File: config.mk
export PLATFORM = sky130hd
export DESIGN_NAME = lru_cache_lookup_core_flat
export DESIGN_NICKNAME = d
export VERILOG_FILES = /design/src/design/lcl_pkg.sv /design/src/design/lcl_if.sv /design/src/design/lcl_cell.sv /design/src/design/lru_cache_lookup_core.sv /design/src/flat_wrapper.sv
export SDC_FILE = /design/constraint.sdc
export NUM_CORES = 1
export LEC_CHECK = 0
export BUFFER_PORTS_ARGS = -buffer_cell sky130_fd_sc_hd__buf_2
export CAP_MARGIN = 25
export CORE_MARGIN = 2
export CORE_UTILIZATION = 55
export CTS_CLUSTER_SIZE = 16
export DETAILED_ROUTE_END_ITERATION = 8
export GPL_TIMING_DRIVEN = 1
export HOLD_SLACK_MARGIN = 0.15
export PLACE_DENSITY = 0.74
export SYNTH_ARGS = -nofsm -noshare
export SYNTH_HDL_FRONTEND = slang
export SYNTH_SLANG_ARGS = --single-unit
File: constraint.sdc
create_clock -name i_clk -period 7.2 [get_ports i_clk]
set_clock_uncertainty 0.2 [all_clocks]
set_input_delay 1.08 -clock i_clk [delete_from_list [all_inputs] [get_ports i_clk]]
set_output_delay 1.08 -clock i_clk [all_outputs]
set_load 0.05 [all_outputs]
File: src/design/lcl_pkg.sv
// ----------------------------------------------------------------------------
// lcl_pkg
// Shared constants and types for the LRU cache lookup block.
// ----------------------------------------------------------------------------
package lcl_pkg;

    localparam int ENTRIES    = 5;
    localparam int KEY_WIDTH  = 16;
    localparam int DATA_WIDTH = 32;

    typedef logic [KEY_WIDTH-1:0]  t_key;
    typedef logic [DATA_WIDTH-1:0] t_data;

    // Content of one slot, handed from a cell to the one behind it.
    typedef struct packed {
        logic  valid;
        t_key  key;
        t_data value;
    } t_slot;

    // Lookup result rippling from the front of the row to the back.
    typedef struct packed {
        logic  found;
        t_data data;
    } t_chain;

endpackage

File: src/design/lcl_if.sv
// ----------------------------------------------------------------------------
// lcl_req_if / lcl_rsp_if
// Valid/ready channels for request and response items.
// ----------------------------------------------------------------------------
interface lcl_req_if
    import lcl_pkg::*;
();
    logic  valid;
    logic  ready;
    t_key  req_key;
    t_data fill_value;

    modport source (output valid, output req_key, output fill_value, input ready);
    modport sink   (input valid, input req_key, input fill_value, output ready);
endinterface

interface lcl_rsp_if
    import lcl_pkg::*;
();
    logic  valid;
    logic  ready;
    logic  hit;
    t_data data_out;

    modport source (output valid, output hit, output data_out, input ready);
    modport sink   (input valid, input hit, input data_out, output ready);
endinterface

File: src/design/lcl_cell.sv
// ----------------------------------------------------------------------------
// lcl_cell
// One cache slot: compares its key with the request and either holds or
// takes the content of the slot in front of it.
// ----------------------------------------------------------------------------
module lcl_cell
    import lcl_pkg::*;
(
    input  logic   i_clk,
    input  logic   i_rst_n,
    input  logic   i_en,
    input  t_key   i_key,
    input  t_slot  i_prev,
    input  t_chain i_chain,
    output t_slot  o_slot,
    output t_chain o_chain
);

    logic  r_valid;
    t_key  r_key;
    t_data r_value;
    logic  w_match;
    logic  w_shift;

    assign w_match = r_valid && (r_key == i_key);
    // A match ahead freezes this cell; otherwise, when enabled, it takes the neighbor's slot.
    assign w_shift = i_en && !i_chain.found;

    always_comb begin
        o_chain.found = i_chain.found || w_match;
        if (i_chain.found) begin
            o_chain.data = i_chain.data;
        end else if (w_match) begin
            o_chain.data = r_value;
        end else begin
            o_chain.data = '0;
        end
    end

    assign o_slot.valid = r_valid;
    assign o_slot.key   = r_key;
    assign o_slot.value = r_value;

    always_ff @(posedge i_clk) begin
        if (!i_rst_n) begin
            r_valid <= 1'b0;
        end else if (w_shift) begin
            r_valid <= i_prev.valid;
        end
    end

    always_ff @(posedge i_clk) begin
        if (w_shift) begin
            r_key   <= i_prev.key;
            r_value <= i_prev.value;
        end
    end

endmodule

File: src/design/lru_cache_lookup_core.sv
// ----------------------------------------------------------------------------
// lru_cache_lookup_core
// Fully associative cache of ENTRIES slots kept in recency order.
// ----------------------------------------------------------------------------
// Usage:
//   i_req carries req_key and fill_value; o_rsp returns hit and data_out,
//   one response item per request item, in order.
//   Every slot cell compares its key with the request in the same cycle; the
//   first match ripples back along the row. On a hit the matching slot moves
//   to the front and its value is returned; on a miss all slots shift back,
//   the last drops out and the key with fill_value enters at the front.
//   Latency: the response is registered and is valid the cycle after the
//   request is accepted. Throughput: one item per cycle while o_rsp.ready is
//   high, set by the single compare-and-shift pass through the cell row.
//   A stalled receiver holds the response register; a new request is taken
//   in the same cycle the held response leaves, otherwise i_req.ready is low.
//   Reset (synchronous, active low) empties the cache by clearing all valid
//   bits at once and drops any pending response; no clearing pass is needed.
// ----------------------------------------------------------------------------
module lru_cache_lookup_core
    import lcl_pkg::*;
(
    input  logic i_clk,
    input  logic i_rst_n,
    lcl_req_if.sink   i_req,
    lcl_rsp_if.source o_rsp
);

    t_slot  w_slot  [ENTRIES];
    t_chain w_chain [ENTRIES+1];
    t_slot  w_front;
    logic   w_accept;
    logic   w_hit;
    t_data  w_data;

    logic   r_rsp_valid;
    logic   r_hit;
    t_data  r_data;

    assign i_req.ready = !r_rsp_valid || o_rsp.ready;
    assign w_accept    = i_req.valid && i_req.ready;

    assign w_chain[0].found = 1'b0;
    assign w_chain[0].data  = '0;

    assign w_hit  = w_chain[ENTRIES].found;
    assign w_data = w_hit ? w_chain[ENTRIES].data : i_req.fill_value;

    assign w_front.valid = 1'b1;
    assign w_front.key   = i_req.req_key;
    assign w_front.value = w_data;

    for (genvar g = 0; g < ENTRIES; g++) begin : g_cell
        lcl_cell u_cell (
            .i_clk   (i_clk),
            .i_rst_n (i_rst_n),
            .i_en    (w_accept),
            .i_key   (i_req.req_key),
            .i_prev  ((g == 0) ? w_front : w_slot[(g == 0) ? 0 : g-1]),
            .i_chain (w_chain[g]),
            .o_slot  (w_slot[g]),
            .o_chain (w_chain[g+1])
        );
    end

    always_ff @(posedge i_clk) begin
        if (!i_rst_n) begin
            r_rsp_valid <= 1'b0;
        end else if (w_accept) begin
            r_rsp_valid <= 1'b1;
        end else if (o_rsp.ready) begin
            r_rsp_valid <= 1'b0;
        end
    end

    always_ff @(posedge i_clk) begin
        if (w_accept) begin
            r_hit  <= w_hit;
            r_data <= w_data;
        end
    end

    assign o_rsp.valid    = r_rsp_valid;
    assign o_rsp.hit      = r_hit;
    assign o_rsp.data_out = r_data;

    logic [ENTRIES-1:0] w_match_vec;
    for (genvar g = 0; g < ENTRIES; g++) begin : g_match
        assign w_match_vec[g] = w_slot[g].valid && (w_slot[g].key == i_req.req_key);
    end

    a_rsp_after_accept: assert property (@(posedge i_clk) disable iff (!i_rst_n)
        w_accept |=> r_rsp_valid)
        else $error("response missing after accepted item");

    a_front_filled: assert property (@(posedge i_clk) disable iff (!i_rst_n)
        w_accept |=> (w_slot[0].valid && w_slot[0].key == $past(i_req.req_key)))
        else $error("front slot does not hold the last requested key");

    a_no_duplicates: assert property (@(posedge i_clk) disable iff (!i_rst_n)
        $onehot0(w_match_vec))
        else $error("key present in more than one valid slot");

    a_hold_when_idle: assert property (@(posedge i_clk) disable iff (!i_rst_n)
        !w_accept |=> $stable(w_slot[0].valid) && $stable(w_slot[ENTRIES-1].valid))
        else $error("slot contents changed without an accepted item");

endmodule

File: src/flat_wrapper.sv
// flat-port wrapper written by rule: the top's interface ports become plain ports
module lru_cache_lookup_core_flat import lcl_pkg::*;
  (i_clk, i_rst_n, i_req_valid, i_req_req_key, i_req_fill_value, i_req_ready, o_rsp_valid, o_rsp_hit, o_rsp_data_out, o_rsp_ready);
  lcl_req_if i_req_i ();
  lcl_rsp_if o_rsp_i ();
  input  logic i_clk;
  input  logic i_rst_n;
  input wire logic [$bits(i_req_i.valid)-1:0] i_req_valid;
  input wire logic [$bits(i_req_i.req_key)-1:0] i_req_req_key;
  input wire logic [$bits(i_req_i.fill_value)-1:0] i_req_fill_value;
  output wire logic [$bits(i_req_i.ready)-1:0] i_req_ready;
  output wire logic [$bits(o_rsp_i.valid)-1:0] o_rsp_valid;
  output wire logic [$bits(o_rsp_i.hit)-1:0] o_rsp_hit;
  output wire logic [$bits(o_rsp_i.data_out)-1:0] o_rsp_data_out;
  input wire logic [$bits(o_rsp_i.ready)-1:0] o_rsp_ready;
  assign i_req_i.valid = i_req_valid;
  assign i_req_i.req_key = i_req_req_key;
  assign i_req_i.fill_value = i_req_fill_value;
  assign i_req_ready = i_req_i.ready;
  assign o_rsp_valid = o_rsp_i.valid;
  assign o_rsp_hit = o_rsp_i.hit;
  assign o_rsp_data_out = o_rsp_i.data_out;
  assign o_rsp_i.ready = o_rsp_ready;
  lru_cache_lookup_core u_core (.i_clk(i_clk), .i_rst_n(i_rst_n), .i_req(i_req_i), .o_rsp(o_rsp_i));
endmodule
# Yosys cells after proc, flatten, opt, wreduce, memory -nomap -nowiden
# Cells that the tools add are included.
# totals
register_bits,247
inputBits,52
out_inout_bits,35
word_cells,56
# classes
n_eq_ne,6
muxes,11
reduce_logical,22
# op_table
operator,n
32-bit two-way mux,9
16-bit equality test,5
1-bit logical AND,10
1-bit zero test,5
1-bit logical OR,5
"5-bit inequality test, second input constant",1
1-bit two-way mux,2
2-bit AND reduction,1
2-bit nonzero test,1

# Longest topological paths before layout
# Gate-level depths: netlist of run 1.
# logic_depth
depth_word,8
ltp_mapped,11
mapped_depth_nobuf,7

# Cells and area by module
# Synthesis of run 1 repeated with hierarchy kept, for this count alone.
# hier_totals
cells_unflattened,1036
area_unflattened_um2,13973.4
# by_module_without_submodules
module,instances,cells_per_inst,area_per_inst_um2,seq_area_each_um2
lcl_cell,5,192,2477.4,1461.4
lru_cache_lookup_core,1,76,1586.5,1011.0

# Worst setup path after synthesis of run 1
# OpenSTA, ideal clock, no wires.
# synth_timing
path_kind,input port to flip-flop
startpoint,in o_rsp_ready
endpoint,reg u_core.g_cell[4].u_cell.r_key[0] (enable)
setup_time_ns,0.457
arrival_ns,5.885
required_time_ns,6.543
setup_slack_ns,0.659
cell_stages,5
n_path_buf,0
cell_sequence,nand2b_1 > and2_1 > o21a_1 > nand3b_1 > nor2_1
# synth_via
elab_chain_cells,3
# synth_rtl
item,line_no,text
from (decl),flat_wrapper.sv:15,input wire logic [$bits(o_rsp_i.ready)-1:0] o_rsp_ready;
1-bit logical OR,lru_cache_lookup_core.sv:40,assign i_req.ready = !r_rsp_valid || o_rsp.ready;
1-bit logical AND,lru_cache_lookup_core.sv:41,assign w_accept = i_req.valid && i_req.ready;
named net u_core.g_cell[0].u_cell.i_en,lcl_cell.sv:11,"input logic i_en,"
1-bit logical AND,lcl_cell.sv:27,assign w_shift = i_en && !i_chain.found;
named net u_core.g_cell[4].u_cell.w_shift,lcl_cell.sv:23,logic w_shift;
to (signal assigned),lcl_cell.sv:54,r_key <= i_prev.key;
to (decl),lcl_cell.sv:20,t_key r_key;
# The timed path passes the listed nets, and every way through them passes these cells.
# A chain may end at the register's enable or synchronous reset.

# Worst setup path after layout of run 1
# layout_timing
startpoint,in o_rsp_ready
endpoint,reg u_core.g_cell[2].u_cell.r_key[6] (enable)
# layout_via
elab_chain_cells,3
# layout_rtl
item,line_no
1-bit logical OR,lru_cache_lookup_core.sv:40
1-bit logical AND,lru_cache_lookup_core.sv:41
named net u_core.g_cell[0].u_cell.i_en,lcl_cell.sv:11
1-bit logical AND,lcl_cell.sv:27
named net u_core.g_cell[2].u_cell.w_shift,lcl_cell.sv:23
to (signal assigned),lcl_cell.sv:54
to (decl),lcl_cell.sv:20
# The timed path passes the listed nets, and every way through them passes these cells.

==> metrics.txt, run 1 <==
PostCTS Resize Cnt 0; diodes inserted 0; syn_area_per_cell 15.3 µm²; GPL Wtd Cong 0.852; min Tclk post-route 3710 ps; area grow syn2layout 11.6%; crit path max fanout 50; Synth Register Bits 247; worst skew pair latency 520 ps; fin crit share 51.6%; Core ar. 18,100 µm²; CTS Hold Bufs 0; CP Class in2reg; Syn Nets 723; Root Driver clkbuf_16; grt ovf 0; fin util 63.2%; register area share after synthesis 71.6%; Tot Pwr 0.00318 W; Power Density 277 nW/µm²; Synth warnings 0; # rows 49; slowest cell delay on critical path 680 ps; CP cell instances buf_2 -> nand2b_1 -> and2_1 -> buf_16 -> o21a_2 -> buf_4 -> nor2b_4 -> buf_4; Cells after DPL 930; CP dominant cell by count buf_4; first-pass GRT wire length 30,800 µm; Clock Sinks 247; largest net degree at the start of global routing 51; Final Setup Violations 0; total of max-cap violations 0; Via density 5.69; final hold slack 242 ps; vias in the first global route 5,679; arrival time at the worst endpoint 3690 ps; Post-synth EDFFs 241; DRC Markers 0; Initial Util 56.6%; proportion of layout cells with a drive suffix above 1 20.7%; Slowest cell on crit path nor2b_4; top_reg_cell synth edfxtp_1; drt pass-1 iters 5; Async SR Flop Fraction 0%; initial antenna violation count 0; Reg clk slew, reported paths 60 ps; WL per Instance 20.5 µm; IO Count 87; Worst Hold Class reg2reg; GRT Total Usage 20.1%; RSZ-0062 raised after global routing no; CTS HTree Levels 1; most area-hungry cell type in the Yosys netlist edfxtp_1; Mapped Cells 671; r2r setup slk 3840 ps; Post-Layout Cell Count 977; Worst VDD drop 0.000195 V; die height 141 µm; cells taking the most area after synthesis edfxtp_1 (70%), xor2_1 (5.2%), mux2i_1 (3.5%); CTS tree built; Post-Route WL 20,000 µm; Cell variety after synth 41; First DRT Iteration DRCs 422; total setup buffers inserted after CTS 0; synthesized area 10,300 µm²; slew margin rel. 53.0%; Die ar. 19,800 µm²; width of the die 141 µm; Crit path required time 7180 ps; DPL Wire Length 12,900 µm; PortBufs 86; CP startpoint kind primary input; number of buffers on the longest clock path 3; Antenna Nets Post-Route 0; Leakage 4.40 nW; final hold vios 0; total CTS buffers 26; Post-Route Setup TNS 0 ps; most common cell in the synthesized netlist edfxtp_1; fmax 0.269 GHz; fin nets 782; status completed; synth cell count leaders edfxtp_1 (241), nand2_1 (76), xor2_1 (61); Worst Setup End Kind flop; worst-margin pin slew 704 ps; Final Max Tran Viols 0; post-synth top area share 70.4%; DR vias 5,557
==> layout by cell type (no fill, tap or decap), drive strengths merged <==
| cell | n |
|---|---|
| edfxtp | 241 |
| buf | 99 |
| nand2 | 76 |
| xor2 | 61 |
| mux2i | 36 |
| clkbuf | 30 |
| nor2 | 28 |
| o211a | 24 |
| o21ai | 24 |
| xnor2 | 19 |
| nor4 | 16 |
| clkinv | 14 |
| nor3 | 11 |
| o21a | 10 |
| o21bai | 8 |
| a21oi | 7 |
| nand4 | 6 |
| dfxtp | 6 |
| nand3 | 5 |
| inv | 5 |
| nor2b | 4 |
| or3 | 2 |
| nand2b | 2 |
| o22ai | 2 |
| nor4b | 2 |
| nand3b | 2 |
| and2 | 1 |
| and4 | 1 |
| nor3b | 1 |
| nor4bb | 1 |
| o2bb2ai | 1 |
| a31oi | 1 |
| a21boi | 1 |
| bufinv | 1 |
==> power breakdown <==
| part | switching (W) | total [W] | internal (W) |
|---|---|---|---|
| sequential | 0.0000466 | 0.00173 | 0.00169 |
| clock | 0.000528 | 0.00124 | 0.000715 |
| combinational | 0.000139 | 0.000203 | 0.0000648 |
| total | 0.000713 | 0.00318 | 0.00247 |
==> sequential cells by signal (all words and copies together) (netlist names) <==
signal	cells
u_core.o_rsp.hit	1
u_core.g_cell.u_cell.r_key	80
u_core.o_rsp.valid	1
u_core.o_rsp.data_out	32
u_core.g_cell.u_cell.r_valid	5
u_core.g_cell.u_cell.r_value	128
==> kinds of logic after synthesis <==
family	count (synthesis)	share of synthesized area, %
buffers and inverters	72	4.76
muxes	36	3.51
DFF	247	71.6
and+or+nand+nor	158	7.54
xor gates and xnor gates	80	6.82
AOI/OAI and AO/OA	78	5.81
==> critical path: cells and delay by family <==
kind                   cells  cell delay, ps
AOI/OAI and AO/OA          1             160
buffers and inverters      4            1300
and+or+nand+nor            3            1100
==> stage by stage <==
| step | worst slack, ps | cell area, µm² |
|---|---|---|
| 6_report | 3490 | 11500 |
| 5_1_grt | 3280 | 11500 |
| 2_1_floorplan | 659 | 10300 |
| 4_1_cts | 3020 | 11400 |
| 3_5_place_dp | 2460 | 10700 |
| 3_3_place_gp | 2610 | 10600 |
==> final timing paths <==
path	endpoint	startpoint	depth (start not counted)
setup reg to reg	u_core.g_cell[2].u_cell.r_key[6]	u_core.o_rsp.valid	7
setup / recovery	u_core.g_cell[2].u_cell.r_key[6]	o_rsp_ready	8
hold reg to reg	u_core.g_cell[2].u_cell.r_value[22]	u_core.g_cell[1].u_cell.r_value[22]	0
hold / removal	u_core.g_cell[2].u_cell.r_value[22]	u_core.g_cell[1].u_cell.r_value[22]	0
==> per-layer routing <==
| layer | global-route usage, % | vias up | share of wire [%] |
|---|---|---|---|
| met5 | 0 | - | 0 |
| met1 | 28.2 | 2790 | 44 |
| met2 | 33.3 | 180 | 48 |
| met3 | 3.09 | 38 | 5.7 |
| met4 | 5.79 | 0 | 2.2 |
| li1 | - | 2549 | - |
==> area by class of cell <==
type | count | area (µm²)
Sequential cell | 247 | 7360
Fill cell | 1339 | 6680
Multi-Input combinational cell | 352 | 2460
Clock buffer | 30 | 687
Timing Repair Buffer | 99 | 561
Tap cell | 229 | 287
Clock inverter | 16 | 103
Inverter | 4 | 15.0
(Power assumes the default switching activity.)
==> run 2, diff against run 1 <==
- clock period: 7.2 -> 3.5 ns (I/O delays scaled with it)
==> run 2 against run 1 <==
  * Wire length grew 7.3%
  * Critical path depth rose by 1
  * Largest power group unchanged
  * Final area increased by 3.5%
  * Largest cell class unchanged
  * Die area unchanged
  * Clock-buffer cell count down 1
==> metrics.txt, run 2 (synthesis gave the netlist of run 1 again) <==
final hold slack 229 ps; status completed; width of the die 141 µm; final hold vios 0; crit path max fanout 28; CTS Hold Bufs 20; fin nets 809; grt ovf 0; Worst Setup End Kind flop; PortBufs 86; worst-margin pin slew 1020 ps; fmax 0.312 GHz; area grow syn2layout 15.5%; slowest cell delay on critical path 730 ps; fin crit share 91.4%; internal power 0.00540 W; CP Class in2reg; worst skew pair latency 520 ps; Fill cells 1,282; total CTS buffers 27; Post-Route Setup TNS 0 ps; vias in the first global route 5,964; Initial Util 56.6%; CP cell instances dlygate4sd3_1 -> buf_2 -> xor2_1 -> nor4_1 -> nand4_1 -> nor2_4 -> nand3b_1 -> nor2_4 -> buf_4; Final Setup Violations 0; Worst VDD drop 0.000508 V; slew margin rel. 31.8%; arrival time at the worst endpoint 3220 ps; GRT Total Usage 21.6%; min Tclk post-route 3200 ps; max FFs per register 128; Final Max Tran Viols 0; Clk pwr share 42.1%; Die ar. 19,800 µm²; die height 141 µm; Slowest cell on crit path nor2_4; GPL Wtd Cong 0.875; Core ar. 18,100 µm²; CTS tree built; CP dominant cell by count nor2_4; # rows 49; first-pass GRT wire length 33,200 µm; diodes inserted 0; most frequent cells in the layout edfxtp_1 (241), buf_2 (86), nand2_1 (76), xor2_1 (61), mux2i_1 (36); CP startpoint kind primary input; Reg clk slew, reported paths 60 ps; DRC Markers 0; Largest Register u_core.g_cell.u_cell.r_value; drt pass-1 iters 7; NetSw 0.00154 W; DR vias 5,721; number of buffers on the longest clock path 3; DPL Wire Length 13,300 µm; sequential share of power 51.4%; Clock Sinks 247; WL per Instance 21.3 µm; First DRT Iteration DRCs 470; Via density 5.69; largest net degree at the start of global routing 49; sw frac 22.2%; Power Density 585 nW/µm²; total of max-cap violations 0; Leakage 4.58 nW; IO Count 87; Crit path required time 3520 ps; CTS HTree Levels 1; Comb pwr share 6.5%; RSZ-0062 raised after global routing no; total setup buffers inserted after CTS 0; proportion of layout cells with a drive suffix above 1 22.1%; Worst Hold Class in2reg; commonest non-fill, non-tap cell in the layout edfxtp_1; Antenna Nets Post-Route 0; PostCTS Resize Cnt 0; Post-Route WL 21,400 µm; initial antenna violation count 0; Root Driver clkbuf_16
==> run 2: changes by cell type in the layout (fill, tap and decap cells not counted), sizes merged <==
cell / delta
dlygate4sd3: +20
inv: -2
clkinvlp: +3
bufinv: +4
clkinv: -1
buf: +5
==> run 2: power groups by stage <==
| stage | clock [W] | combinational, W | sequential [W] |
|---|---|---|---|
| finish | 0.00293 | 0.000450 | 0.00357 |
| global placement | 0 | 0.000431 | 0.00361 |
| floorplan | 0 | 0.000320 | 0.00359 |
| detailed placement | 0 | 0.000436 | 0.00362 |
| CTS | 0.00296 | 0.000456 | 0.00357 |
| global route | 0.00308 | 0.000482 | 0.00358 |
==> run 2: final cells by class <==
cell class	count	area [µm²]	share of cell area, %
clock inverter	20	238	2.00
clock buffer	29	683	5.75
tap	229	287	2.41
inverter	4	18.8	0.158
timing repair buffer	125	816	6.87
multi-input combinational	352	2480	20.9
sequential	247	7360	61.9
==> run 2: final timing paths <==
check | slack [ps] | from | endpoint | depth (start not counted)
worst max register to register | 620 | u_core.g_cell[1].u_cell.r_key[11] | u_core.g_cell[4].u_cell.r_key[7] | 7
worst min register to register | 250 | u_core.o_rsp.data_out[10] | u_core.g_cell[1].u_cell.r_value[10] | 0
worst min-delay path | 230 | i_req_fill_value[0] | u_core.o_rsp.data_out[0] | 4
worst max-delay path | 300 | i_req_req_key[11] | u_core.g_cell[4].u_cell.r_key[7] | 9
==> run 2: worst max-delay path, delay by kind of cell <==
family / cells / cell delay [ps]
simple gates: 5 / 1310
xor+xnor: 1 / 300
buf+inv: 3 / 1060
==> run 2: stage by stage <==
stage                     utilization (%)  power, W  cells  instance area, µm²  setup slack (ps)
after floorplan                         -   0.00391    671               10300              23.2
after global placement               59.1   0.00404    936               10700               283
after detailed placement             59.1   0.00406    936               10700               207
after CTS                            65.3   0.00698   1005               11900               169
after global routing                 65.4   0.00715   1006               11900               112
final                                65.4   0.00694   1006               11900               300
==> run 2: routing by layer <==
layer	vias to the layer above	part of all wire (%)	track usage, %
met5	-	0	0
met4	0	2.2	5.68
met3	35	6.5	3.57
met2	229	49	36.1
met1	2850	43	29.9
li1	2607	-	-
